==> config.mk <==
export PLATFORM = sky130hd
export DESIGN_NAME = sorted_priority_queue_unit
export DESIGN_NICKNAME = d
export VERILOG_FILES = /design/src/hw/rtl/spq_pkg.sv /design/src/hw/rtl/spq_cell.sv /design/src/hw/rtl/sorted_priority_queue_unit.sv
export VERILOG_INCLUDE_DIRS = /design/src /design/src/hw/rtl
export SDC_FILE = /design/constraint.sdc
export NUM_CORES = 2
export LEC_CHECK = 0
export BUFFER_PORTS_ARGS = -buffer_cell sky130_fd_sc_hd__buf_2
export CAP_MARGIN = 0
export CORE_MARGIN = 2
export CORE_UTILIZATION = 45
export CTS_CLUSTER_DIAMETER = 100
export DETAILED_ROUTE_END_ITERATION = 12
export PLACE_DENSITY = 0.65
export SYNTH_ARGS = -nofsm -noshare
export SYNTH_HDL_FRONTEND = slang
export SYNTH_SLANG_ARGS = --single-unit
==> constraint.sdc <==
create_clock -name clk -period 19.64 [get_ports clk]
set_input_delay 2.946 -clock clk [delete_from_list [all_inputs] [get_ports clk]]
set_output_delay 2.946 -clock clk [all_outputs]
set_load 0.01 [all_outputs]
==> src/hw/rtl/sorted_priority_queue_unit_defines.svh <==
// ----------------------------------------------------------------------------
// Sorted priority queue assertion macros
// Shared concurrent assertion shorthands, clocked on clk and disabled in reset.
// ----------------------------------------------------------------------------
`ifndef SORTED_PRIORITY_QUEUE_UNIT_DEFINES_SVH
`define SORTED_PRIORITY_QUEUE_UNIT_DEFINES_SVH

// The consequent holds in the same cycle as the antecedent.
`define SPQ_ASSERT_SAME(lbl, ante, cons) \
    lbl: assert property (@(posedge clk) disable iff (!rst_n) (ante) |-> (cons)) \
        else $error("spq assertion failed");

// The consequent holds in the cycle after the antecedent.
`define SPQ_ASSERT_NEXT(lbl, ante, cons) \
    lbl: assert property (@(posedge clk) disable iff (!rst_n) (ante) |=> (cons)) \
        else $error("spq assertion failed");

`endif

==> src/hw/rtl/spq_pkg.sv <==
// ----------------------------------------------------------------------------
// Sorted priority queue package
// Request and status codes, field widths and the cell broadcast bundle.
// ----------------------------------------------------------------------------
package spq_pkg;

    localparam int DATA_W  = 32;
    localparam int REQ_W   = 2;
    localparam int STAT_W  = 2;
    localparam int ENTRY_W = 5;

    // Request codes.
    localparam logic [REQ_W-1:0] REQ_INSERT = 2'd0;
    localparam logic [REQ_W-1:0] REQ_REMOVE = 2'd1;
    localparam logic [REQ_W-1:0] REQ_PEEK   = 2'd2;

    // Status codes.
    localparam logic [STAT_W-1:0] ST_OK        = 2'd0;
    localparam logic [STAT_W-1:0] ST_UNDERFLOW = 2'd1;
    localparam logic [STAT_W-1:0] ST_FULL      = 2'd2;

    // Command and new entry sent to every cell in the chain.
    typedef struct packed {
        logic                     ins;
        logic                     rem;
        logic signed [DATA_W-1:0] item;
        logic signed [DATA_W-1:0] prio;
    } spq_bcast_t;

endpackage

==> src/hw/rtl/spq_cell.sv <==
// ----------------------------------------------------------------------------
// Sorted priority queue cell
// Holds one entry and decides locally whether to keep it, take the new entry,
// take the left neighbor's entry (insert shift) or the right one's (pop shift).
// ----------------------------------------------------------------------------
module spq_cell #(
    parameter bit IS_HEAD = 1'b0
) (
    input  logic                             clk,
    input  spq_pkg::spq_bcast_t              bcast,
    input  logic                             occ,
    input  logic                             head_stay,
    input  logic                             left_stay,
    input  logic signed [spq_pkg::DATA_W-1:0] left_item,
    input  logic signed [spq_pkg::DATA_W-1:0] left_prio,
    input  logic signed [spq_pkg::DATA_W-1:0] right_item,
    input  logic signed [spq_pkg::DATA_W-1:0] right_prio,
    output logic signed [spq_pkg::DATA_W-1:0] item,
    output logic signed [spq_pkg::DATA_W-1:0] prio,
    output logic                             stay
);

    logic signed [spq_pkg::DATA_W-1:0] item_reg;
    logic signed [spq_pkg::DATA_W-1:0] item_next;
    logic signed [spq_pkg::DATA_W-1:0] prio_reg;
    logic signed [spq_pkg::DATA_W-1:0] prio_next;
    logic                              take_new;

    // The head keeps its place unless the new priority is strictly greater.
    // Later cells keep theirs while their priority is strictly greater, and
    // since the list is sorted this only needs the head's decision as well.
    always_comb
    begin
        if (IS_HEAD)
        begin
            stay = occ && !(bcast.prio > prio_reg);
        end
        else
        begin
            stay = head_stay && occ && (prio_reg > bcast.prio);
        end
        take_new = left_stay && !stay;
    end

    // Next entry of this cell.
    always_comb
    begin
        item_next = item_reg;
        prio_next = prio_reg;
        priority if (bcast.rem)
        begin
            item_next = right_item;
            prio_next = right_prio;
        end
        else if (bcast.ins && !stay)
        begin
            if (take_new)
            begin
                item_next = bcast.item;
                prio_next = bcast.prio;
            end
            else
            begin
                item_next = left_item;
                prio_next = left_prio;
            end
        end
    end

    always_ff @(posedge clk)
    begin
        item_reg <= item_next;
        prio_reg <= prio_next;
    end

    assign item = item_reg;
    assign prio = prio_reg;

endmodule

==> src/hw/rtl/sorted_priority_queue_unit.sv <==
// ----------------------------------------------------------------------------
// Sorted priority queue unit
// Bounded priority queue kept sorted, highest priority at the head, in a
// chain of cells that all place or shift their entry in the same cycle.
// ----------------------------------------------------------------------------
//
//  Channel  Handshake            Payload
//  -------  -------------------  ----------------------------------------------
//  in       in_valid / in_stall  req_type, item_value, item_priority
//  out      out_valid/out_stall  out_item, out_priority, status, entry_count
//
// The whole cell chain compares and shifts in parallel, so one request is
// accepted per clock while in_stall is low, and its result appears in the
// output register on the next cycle.
// in_stall is raised only while a result is held in the output register and
// out_stall is high. Reset empties the queue at once; no clearing pass.
// ----------------------------------------------------------------------------
`include "sorted_priority_queue_unit_defines.svh"

module sorted_priority_queue_unit #(
    parameter int CAPACITY = 16
) (
    input  logic                              clk,
    input  logic                              rst_n,
    input  logic                              in_valid,
    output logic                              in_stall,
    input  logic [spq_pkg::REQ_W-1:0]         req_type,
    input  logic signed [spq_pkg::DATA_W-1:0] item_value,
    input  logic signed [spq_pkg::DATA_W-1:0] item_priority,
    output logic                              out_valid,
    input  logic                              out_stall,
    output logic signed [spq_pkg::DATA_W-1:0] out_item,
    output logic signed [spq_pkg::DATA_W-1:0] out_priority,
    output logic [spq_pkg::STAT_W-1:0]        status,
    output logic [spq_pkg::ENTRY_W-1:0]       entry_count
);

    localparam int CNT_W = $clog2(CAPACITY + 1);

    logic                              accept;
    logic                              full;
    logic                              empty;
    logic [CNT_W-1:0]                  count_reg;
    logic [CNT_W-1:0]                  count_next;
    spq_pkg::spq_bcast_t               bcast;

    logic signed [spq_pkg::DATA_W-1:0] cell_item [CAPACITY];
    logic signed [spq_pkg::DATA_W-1:0] cell_prio [CAPACITY];
    logic                              cell_stay [CAPACITY];

    logic                              out_valid_reg;
    logic                              out_valid_next;
    logic signed [spq_pkg::DATA_W-1:0] out_item_reg;
    logic signed [spq_pkg::DATA_W-1:0] out_item_next;
    logic signed [spq_pkg::DATA_W-1:0] out_prio_reg;
    logic signed [spq_pkg::DATA_W-1:0] out_prio_next;
    logic [spq_pkg::STAT_W-1:0]        status_reg;
    logic [spq_pkg::STAT_W-1:0]        status_next;
    logic [spq_pkg::ENTRY_W-1:0]       entry_count_reg;

    // Handshake: a new transaction enters unless a result is held back.
    assign in_stall = out_valid_reg && out_stall;
    assign accept   = in_valid && !in_stall;
    assign full     = (count_reg == CNT_W'(CAPACITY));
    assign empty    = (count_reg == '0);

    // Decode the request into the chain command and the result fields.
    always_comb
    begin
        bcast.ins     = 1'b0;
        bcast.rem     = 1'b0;
        bcast.item    = item_value;
        bcast.prio    = item_priority;
        count_next    = count_reg;
        out_item_next = '0;
        out_prio_next = '0;
        status_next   = spq_pkg::ST_OK;
        unique case (req_type)
            spq_pkg::REQ_INSERT:
            begin
                if (full)
                begin
                    status_next = spq_pkg::ST_FULL;
                end
                else
                begin
                    bcast.ins  = accept;
                    count_next = count_reg + CNT_W'(1);
                end
            end
            spq_pkg::REQ_REMOVE, spq_pkg::REQ_PEEK:
            begin
                if (empty)
                begin
                    out_item_next = '1;
                    status_next   = spq_pkg::ST_UNDERFLOW;
                end
                else
                begin
                    out_item_next = cell_item[0];
                    out_prio_next = cell_prio[0];
                    if (req_type == spq_pkg::REQ_REMOVE)
                    begin
                        bcast.rem  = accept;
                        count_next = count_reg - CNT_W'(1);
                    end
                end
            end
            default:
            begin
                count_next = count_reg;
            end
        endcase
    end

    // Cell chain: each cell sees its neighbors and the broadcast command.
    genvar gi;
    generate
        for (gi = 0; gi < CAPACITY; gi++)
        begin : g_cell
            logic                              occ;
            logic                              l_stay;
            logic signed [spq_pkg::DATA_W-1:0] l_item;
            logic signed [spq_pkg::DATA_W-1:0] l_prio;
            logic signed [spq_pkg::DATA_W-1:0] r_item;
            logic signed [spq_pkg::DATA_W-1:0] r_prio;

            assign occ = (count_reg > CNT_W'(gi));

            if (gi == 0)
            begin : g_first
                assign l_stay = 1'b1;
                assign l_item = '0;
                assign l_prio = '0;
            end
            else
            begin : g_mid
                assign l_stay = cell_stay[gi-1];
                assign l_item = cell_item[gi-1];
                assign l_prio = cell_prio[gi-1];
            end

            if (gi == CAPACITY - 1)
            begin : g_last
                assign r_item = '0;
                assign r_prio = '0;
            end
            else
            begin : g_inner
                assign r_item = cell_item[gi+1];
                assign r_prio = cell_prio[gi+1];
            end

            spq_cell #(
                .IS_HEAD    (gi == 0)
            ) u_cell (
                .clk        (clk),
                .bcast      (bcast),
                .occ        (occ),
                .head_stay  (cell_stay[0]),
                .left_stay  (l_stay),
                .left_item  (l_item),
                .left_prio  (l_prio),
                .right_item (r_item),
                .right_prio (r_prio),
                .item       (cell_item[gi]),
                .prio       (cell_prio[gi]),
                .stay       (cell_stay[gi])
            );
        end
    endgenerate

    // Fill count.
    always_ff @(posedge clk or negedge rst_n)
    begin
        if (!rst_n)
        begin
            count_reg <= '0;
        end
        else if (accept)
        begin
            count_reg <= count_next;
        end
    end

    // Output register valid flag.
    always_comb
    begin
        priority if (accept)
        begin
            out_valid_next = 1'b1;
        end
        else if (out_stall)
        begin
            out_valid_next = out_valid_reg;
        end
        else
        begin
            out_valid_next = 1'b0;
        end
    end

    always_ff @(posedge clk or negedge rst_n)
    begin
        if (!rst_n)
        begin
            out_valid_reg <= 1'b0;
        end
        else
        begin
            out_valid_reg <= out_valid_next;
        end
    end

    // Result payload, loaded with each accepted transaction.
    always_ff @(posedge clk)
    begin
        if (accept)
        begin
            out_item_reg    <= out_item_next;
            out_prio_reg    <= out_prio_next;
            status_reg      <= status_next;
            entry_count_reg <= spq_pkg::ENTRY_W'(count_next);
        end
    end

    assign out_valid    = out_valid_reg;
    assign out_item     = out_item_reg;
    assign out_priority = out_prio_reg;
    assign status       = status_reg;
    assign entry_count  = entry_count_reg;

    // Checks on the queue bookkeeping and ordering.
    `SPQ_ASSERT_SAME(a_count_bound, 1'b1, count_reg <= CNT_W'(CAPACITY))
    `SPQ_ASSERT_NEXT(a_insert_grows, accept && bcast.ins, count_reg == $past(count_reg) + CNT_W'(1))
    `SPQ_ASSERT_NEXT(a_pop_returns_head, accept && bcast.rem, out_item == $past(cell_item[0]) && out_priority == $past(cell_prio[0]))
    `SPQ_ASSERT_SAME(a_full_drop, accept && status_next == spq_pkg::ST_FULL, full && !bcast.ins)

endmodule
### Word level (Yosys, flattened, before mapping)

Index checks and enable logic that the tools add are counted.

* eq/ne operators: 4
* add/subtract/negate cells: 2
* order comparisons: 32
* multiplexer cells: 107
* bitwise operators: 1
* reductions and logical operators: 101

Operators by type and width (number)
* $mux 32: 93
* $gt 32x32->1: 16
* $logic_and 1x1->1: 64
* $gt 5x4->1 const B: 8
* $reduce_bool 2->1: 15
* $gt 5x3->1 const B: 4
* $logic_not 1->1: 18
* $mux 5: 3
* $gt 5x1->1 const B: 2
* $gt 5x2->1 const B: 2
* $pmux 5 s2: 1
* $mux 1: 8
* $add 5x1->5 const B: 1
* $eq 5x5->1 const B: 1
* $logic_not 5->1: 1
* $sub 5x1->5 const B: 1
* $pmux 2 s2: 1
* $reduce_or 2->1: 2
* $eq 2x1->1 const B: 1
* $eq 2x2->1 const B: 1
* $logic_not 2->1: 1
* $mux 2: 1
* $ne 2x1->1 const B: 1
* $not 1->1: 1

* bits of input ports: 70
* flip-flop bits (word level): 1101
* output and inout bits: 73
* logic and storage cells: 285

### Longest topological paths before layout

* depth in word-level cells: 10
* depth in mapped cells: 15

### Hierarchy

Synthesis repeated with hierarchy kept, for this count alone.

* cell total of the unflattened synthesis: 7274
* area total of the unflattened synthesis: 80079.3 um^2

Modules (own cells, without submodules)
* spq_cell (g_cell[10].u_cell ...): area an instance 4779.6 um^2, cells each 428, instances 12, seq. area each 1921.8 um^2
* spq_cell (g_cell[7].u_cell ...): area an instance 4694.5 um^2, cells each 428, instances 3, seq. area each 1921.8 um^2
* spq_cell (g_cell[0].u_cell): area an instance 5193.7 um^2, cells each 562, instances 1, seq. area each 1921.8 um^2
* sorted_priority_queue_unit: area an instance 3447.1 um^2, cells each 292, instances 1, seq. area each 2282.2 um^2

### Worst setup path before layout

OpenSTA, ideal clock, no wires.

* path kind: input port to flip-flop
* from: input port out_stall
* to: register g_cell[0].u_cell.item_reg (netlist bit g_cell[0].u_cell.item[0]), enable pin
* data arrival time: 10.532 ns
* slack: 8.534 ns
* data required time: 19.066 ns
* stages: 6
* path buffers: 2
* cells stage by stage: nand2_1 -> and2_1 -> clkbuf_1 -> nand2_1 -> clkbuf_1 -> o21ai_0

* cells in the longest elaborated chain, start to end: 7

Ends and longest elaborated chain
* start, declared: RTL line sorted_priority_queue_unit.sv:31 `input logic out_stall,`
* $logic_and 1x1->1 *: RTL line sorted_priority_queue_unit.sv:62 `assign in_stall = out_valid_reg && out_stall;`
* $logic_not 1->1 *: RTL line sorted_priority_queue_unit.sv:63 `assign accept = in_valid && !in_stall;`
* $logic_and 1x1->1 *: RTL line sorted_priority_queue_unit.sv:63
* named net accept: RTL line sorted_priority_queue_unit.sv:40 `logic accept;`
* $mux 1, on equally long branches: RTL line sorted_priority_queue_unit.sv:102, sorted_priority_queue_unit.sv:81
* $mux 1, on equally long branches: RTL line sorted_priority_queue_unit.sv:93, sorted_priority_queue_unit.sv:78
* $mux 1 / $logic_and 1x1->1 (equally long branches): RTL line sorted_priority_queue_unit.sv:78, spq_cell.sv:55
* $reduce_bool 2->1 (no source line) *
* end signal, assigned: RTL line spq_cell.sv:72 `item_reg <= item_next;`
* end, declared: RTL line spq_cell.sv:23 `logic signed [spq_pkg::DATA_W-1:0] item_reg;`

Mark *: on every way through the listed nets, which the timed path passes. The rest lies on a longest branch.
A chain may end at the register's enable or synchronous reset.

### Worst setup path after layout

* from: input port item_priority[31] in the netlist's numbering
* to: register g_cell[8].u_cell.item_reg (netlist bit g_cell[8].u_cell.item[16]) (data pin)

* cells in the longest elaborated chain, start to end: 10

Ends and longest elaborated chain
* start, declared: RTL line sorted_priority_queue_unit.sv:29 `input logic signed [spq_pkg::DATA_W-1:0] item_priority,`
* $gt 32x32->1: RTL line spq_cell.sv:36 `stay = occ && !(bcast.prio > prio_reg);`
* $logic_not 1->1: RTL line spq_cell.sv:36
* $logic_and 1x1->1: RTL line spq_cell.sv:36
* $logic_and 1x1->1 (2 in a row): RTL line spq_cell.sv:40 `stay = head_stay && occ && (prio_reg > bcast.prio);`
* $logic_not 1->1: RTL line spq_cell.sv:42 `take_new = left_stay && !stay;`
* $logic_and 1x1->1 *: RTL line spq_cell.sv:42
* $mux 32 *: RTL line spq_cell.sv:57 `if (take_new)`
* $mux 32 *: RTL line spq_cell.sv:55 `else if (bcast.ins && !stay)`
* $mux 32 *: RTL line spq_cell.sv:50 `priority if (bcast.rem)`
* named net g_cell[8].u_cell.item_next, one bit: RTL line spq_cell.sv:24 `logic signed [spq_pkg::DATA_W-1:0] item_next;`
* end signal, assigned: RTL line spq_cell.sv:72
* end, declared: RTL line spq_cell.sv:23

Mark *: on every way through the listed nets, which the timed path passes. The rest lies on a longest branch. The select of a mux whose other input is x is not followed.

==> key figures <==
Outcome
  – Outcome: completed

Pwr
  – Final Power: 7890 µW
  – Peak supply drop: roughly 0.00011 V
  – Pwr dens: about 110 nW/µm²
  – Leakage: 0.0270 µW

Synthesis
  – Asr flop ratio synth: less than 1%
  – Simple-Gate Fraction of Synth Area: 12.0%
  – Post-Synth Adder-Cell Area: approximately 10%
  – Synth unique cells: 75
  – Seq/Total Area, Yosys: 49.3%
  – Post-synthesis compound-gate area fraction: 15.5%
  – Synth Register Bits: roughly 1100
  – Syn nets: 6940
  – Post-synthesis mux area share: a little under a tenth
  – Xor/xnor share of the synthesized area: 0%
  – Synthesized area per cell: 10.4 µm²
  – Number of synthesized flops with an enable pin: roughly 1000
  – Post-Synthesis Cells: approximately 6400
  – Largest family of logic cells by synthesized area: compound AO/OA/AOI/OAI gates
  – Post-synth top flop: edfxtp_1
  – Mapped cell area: 65700 µm²
  – Ys Warns: 0

Placement
  – DPL Wire Length: 149000 µm
  – I/O Buffers: 142
  – Placed Cells: approximately 8000
  – Gpl congestion: 1.02

Global route
  – Largest net degree at the start of global routing: 236
  – Vias in the first global route: 49900
  – Total gr overflow: 0
  – Gr usage total: 30.0%
  – First-pass GRT wire length: about 330000 µm
  – Initial antenna violation count: 15

Finish
  – Share of cells above drive strength 1: 7.30%
  – Non-filler cells, final: 8241
  – Most common cell after layout, fill and taps aside: edfxtp_1
  – Post-layout util: 49.3%
  – Fin nets: 6805
  – Area delta synth->final: 9.04%
  – Commonest cells after routing, fill and taps aside: edfxtp_1, nand2_1, mux2i_1, o21ai_0, ha_1

Timing
  – RSZ-0062 raised after global routing: false
  – Post-Route Setup TNS: 0 ps
  – # setup viols final: 0
  – Worst slew pin tran: 1410 ps
  – Slew HR: 5.79%
  – Setup Skew: 68.6 ps
  – Fmax: 0.121 GHz
  – Fin. max-slew vios: 0
  – Final cycle utilization of the critical path: 42.0%
  – Final min period: a little over 8000 ps
  – Final hold vios: 0

Die
  – I/O Pins: 143
  – Initial Util: 45.2%
  – Core Area: between 100000 and 150000 µm²
  – Num rows: 140
  – Die height: between 300 and 400 µm
  – Die W: 386 µm
  – Die ar.: 149000 µm²

Critical path
  – WS Path Type: in2reg
  – Crit path max fanout: 52
  – Reg2Reg Depth: 12
  – Critical Path AT: 8720 ps
  – Worst Setup Start Kind: input port
  – Worst Setup End Kind: register
  – Crit path required time: 20120 ps
  – Reg-to-reg slack, setup: between 10000 and 15000 ps

Routing
  – Highest routed layer: met5
  – Wire per inst: 27.7 µm
  – Vias/cell: ~6.4
  – Vias: 52600
  – Wire length on met1: 96000 µm
  – Drt total wl: around 230000 µm
  – Antenna Nets Post-Route: 0
  – Iter 0 DRT Violations: 6662
  – DRC: 0
  – Met2 WL: about 98000 µm
  – DR pass1 iterations: 6
  – WL met3: 23900 µm

Clock network
  – Max clock buf depth: 3
  – Skew-Pair Late Insertion Delay: 800 ps
  – Root Driver: clkbuf_16
  – CTS buffer count: 120
  – Post-CTS resize count: 0
  – CTS tree: yes
  – Clock sink count: 1101
  – Post-CTS Setup Bufs: 0
  – Htree depth: 3
  – Clk slew on worst S/H paths: around 60 ps
  – Cts hold-fix bufs: 0

Worst hold path
  – Min-Delay Path Class: reg2reg
  – Hold path depth: 2

Flow run
  – Max-Cap Viols: 0
[per-stage QoR]
stage	hold slack (ps)	setup WS [ps]	cell area (µm²)
detailed placement	515	10830	67700
global placement	508	10980	67700
floorplan	498	8530	65700
CTS	520	11640	71700
finish	527	11400	71700
global route	562	11380	71700
[synth_stat cells (14+ instances only)]
| master | n | share of area (%) |
|---|---|---|
| buf_2 | 52 | 0.40 |
| mux2i_1 | 612 | 9.3 |
| and3_1 | 53 | 0.50 |
| a21o_1 | 77 | 0.88 |
| buf_6 | 25 | 0.43 |
| and4_1 | 14 | 0.19 |
| dfxtp_1 | 64 | 1.9 |
| o21ai_1 | 23 | 0.18 |
| nor2_1 | 361 | 2.1 |
| nor4_1 | 17 | 0.16 |
| edfxtp_1 | 1031 | 47 |
| clkbuf_1 | 346 | 2.0 |
| buf_4 | 34 | 0.39 |
| nand2_1 | 836 | 4.8 |
| nor2b_1 | 23 | 0.22 |
| buf_1 | 29 | 0.17 |
| a31oi_1 | 78 | 0.74 |
| inv_1 | 107 | 0.61 |
| a211oi_1 | 25 | 0.29 |
| nand3_1 | 344 | 2.6 |
| o21ai_0 | 576 | 4.4 |
| a21oi_1 | 508 | 3.9 |
| o211ai_1 | 303 | 3.5 |
| ha_1 | 520 | 9.9 |
| nor3_1 | 22 | 0.17 |
| nand4_1 | 75 | 0.71 |
| o21a_1 | 46 | 0.53 |
[critical path, cell delays in order]
cell	delay [ps]
buf_2	200
ha_1	590
nand4_2	320
nor4_4	720
nand3_1	380
nand2_1	200
o21ba_2	190
nor4b_1	960
nand4bb_4	960
buf_4	780
mux2i_1	270
a21oi_1	90
[cells by family after synthesis]
logic type | count (synthesis)
compound gates | 1727
fa+ha+maj | 520
buf+inv | 593
flops | 1101
mux | 617
simple gates | 1792
[final cells by class]
| type | count | area, µm² |
|---|---|---|
| inverters | 107 | 402 |
| multi-input cells | 4656 | 31100 |
| clock buffers | 153 | 3230 |
| clock inverters | 71 | 752 |
| well taps | 1917 | 2400 |
| fillers | 13300 | 73700 |
| repair buffers | 229 | 1410 |
| diodes | 7 | 17.5 |
| flip-flops and latches | 1101 | 32400 |
[report_power, final]
group | switching (µW) | internal [µW]
logic | 1500 | 760
registers | 233 | 3060
clock network | 1020 | 1310
[path summary, 6_finish.rpt]
kind | from | end
max | item_priority[31] | g_cell[8].u_cell.item[16]
min | out_valid | out_valid
max reg2reg | g_cell[0].u_cell.prio[31] | g_cell[8].u_cell.item[16]
min reg2reg | out_valid | out_valid
max in group asynchronous | rst_n | count_reg[3]
min in group asynchronous | rst_n | count_reg[2]
[routing by layer]
layer	global-route usage, %	up-vias
li1	-	23600
met3	6.39	471
met5	0	-
met2	44.8	2883
met4	11.9	12
met1	42.5	25600
(Power assumes the default switching activity.)
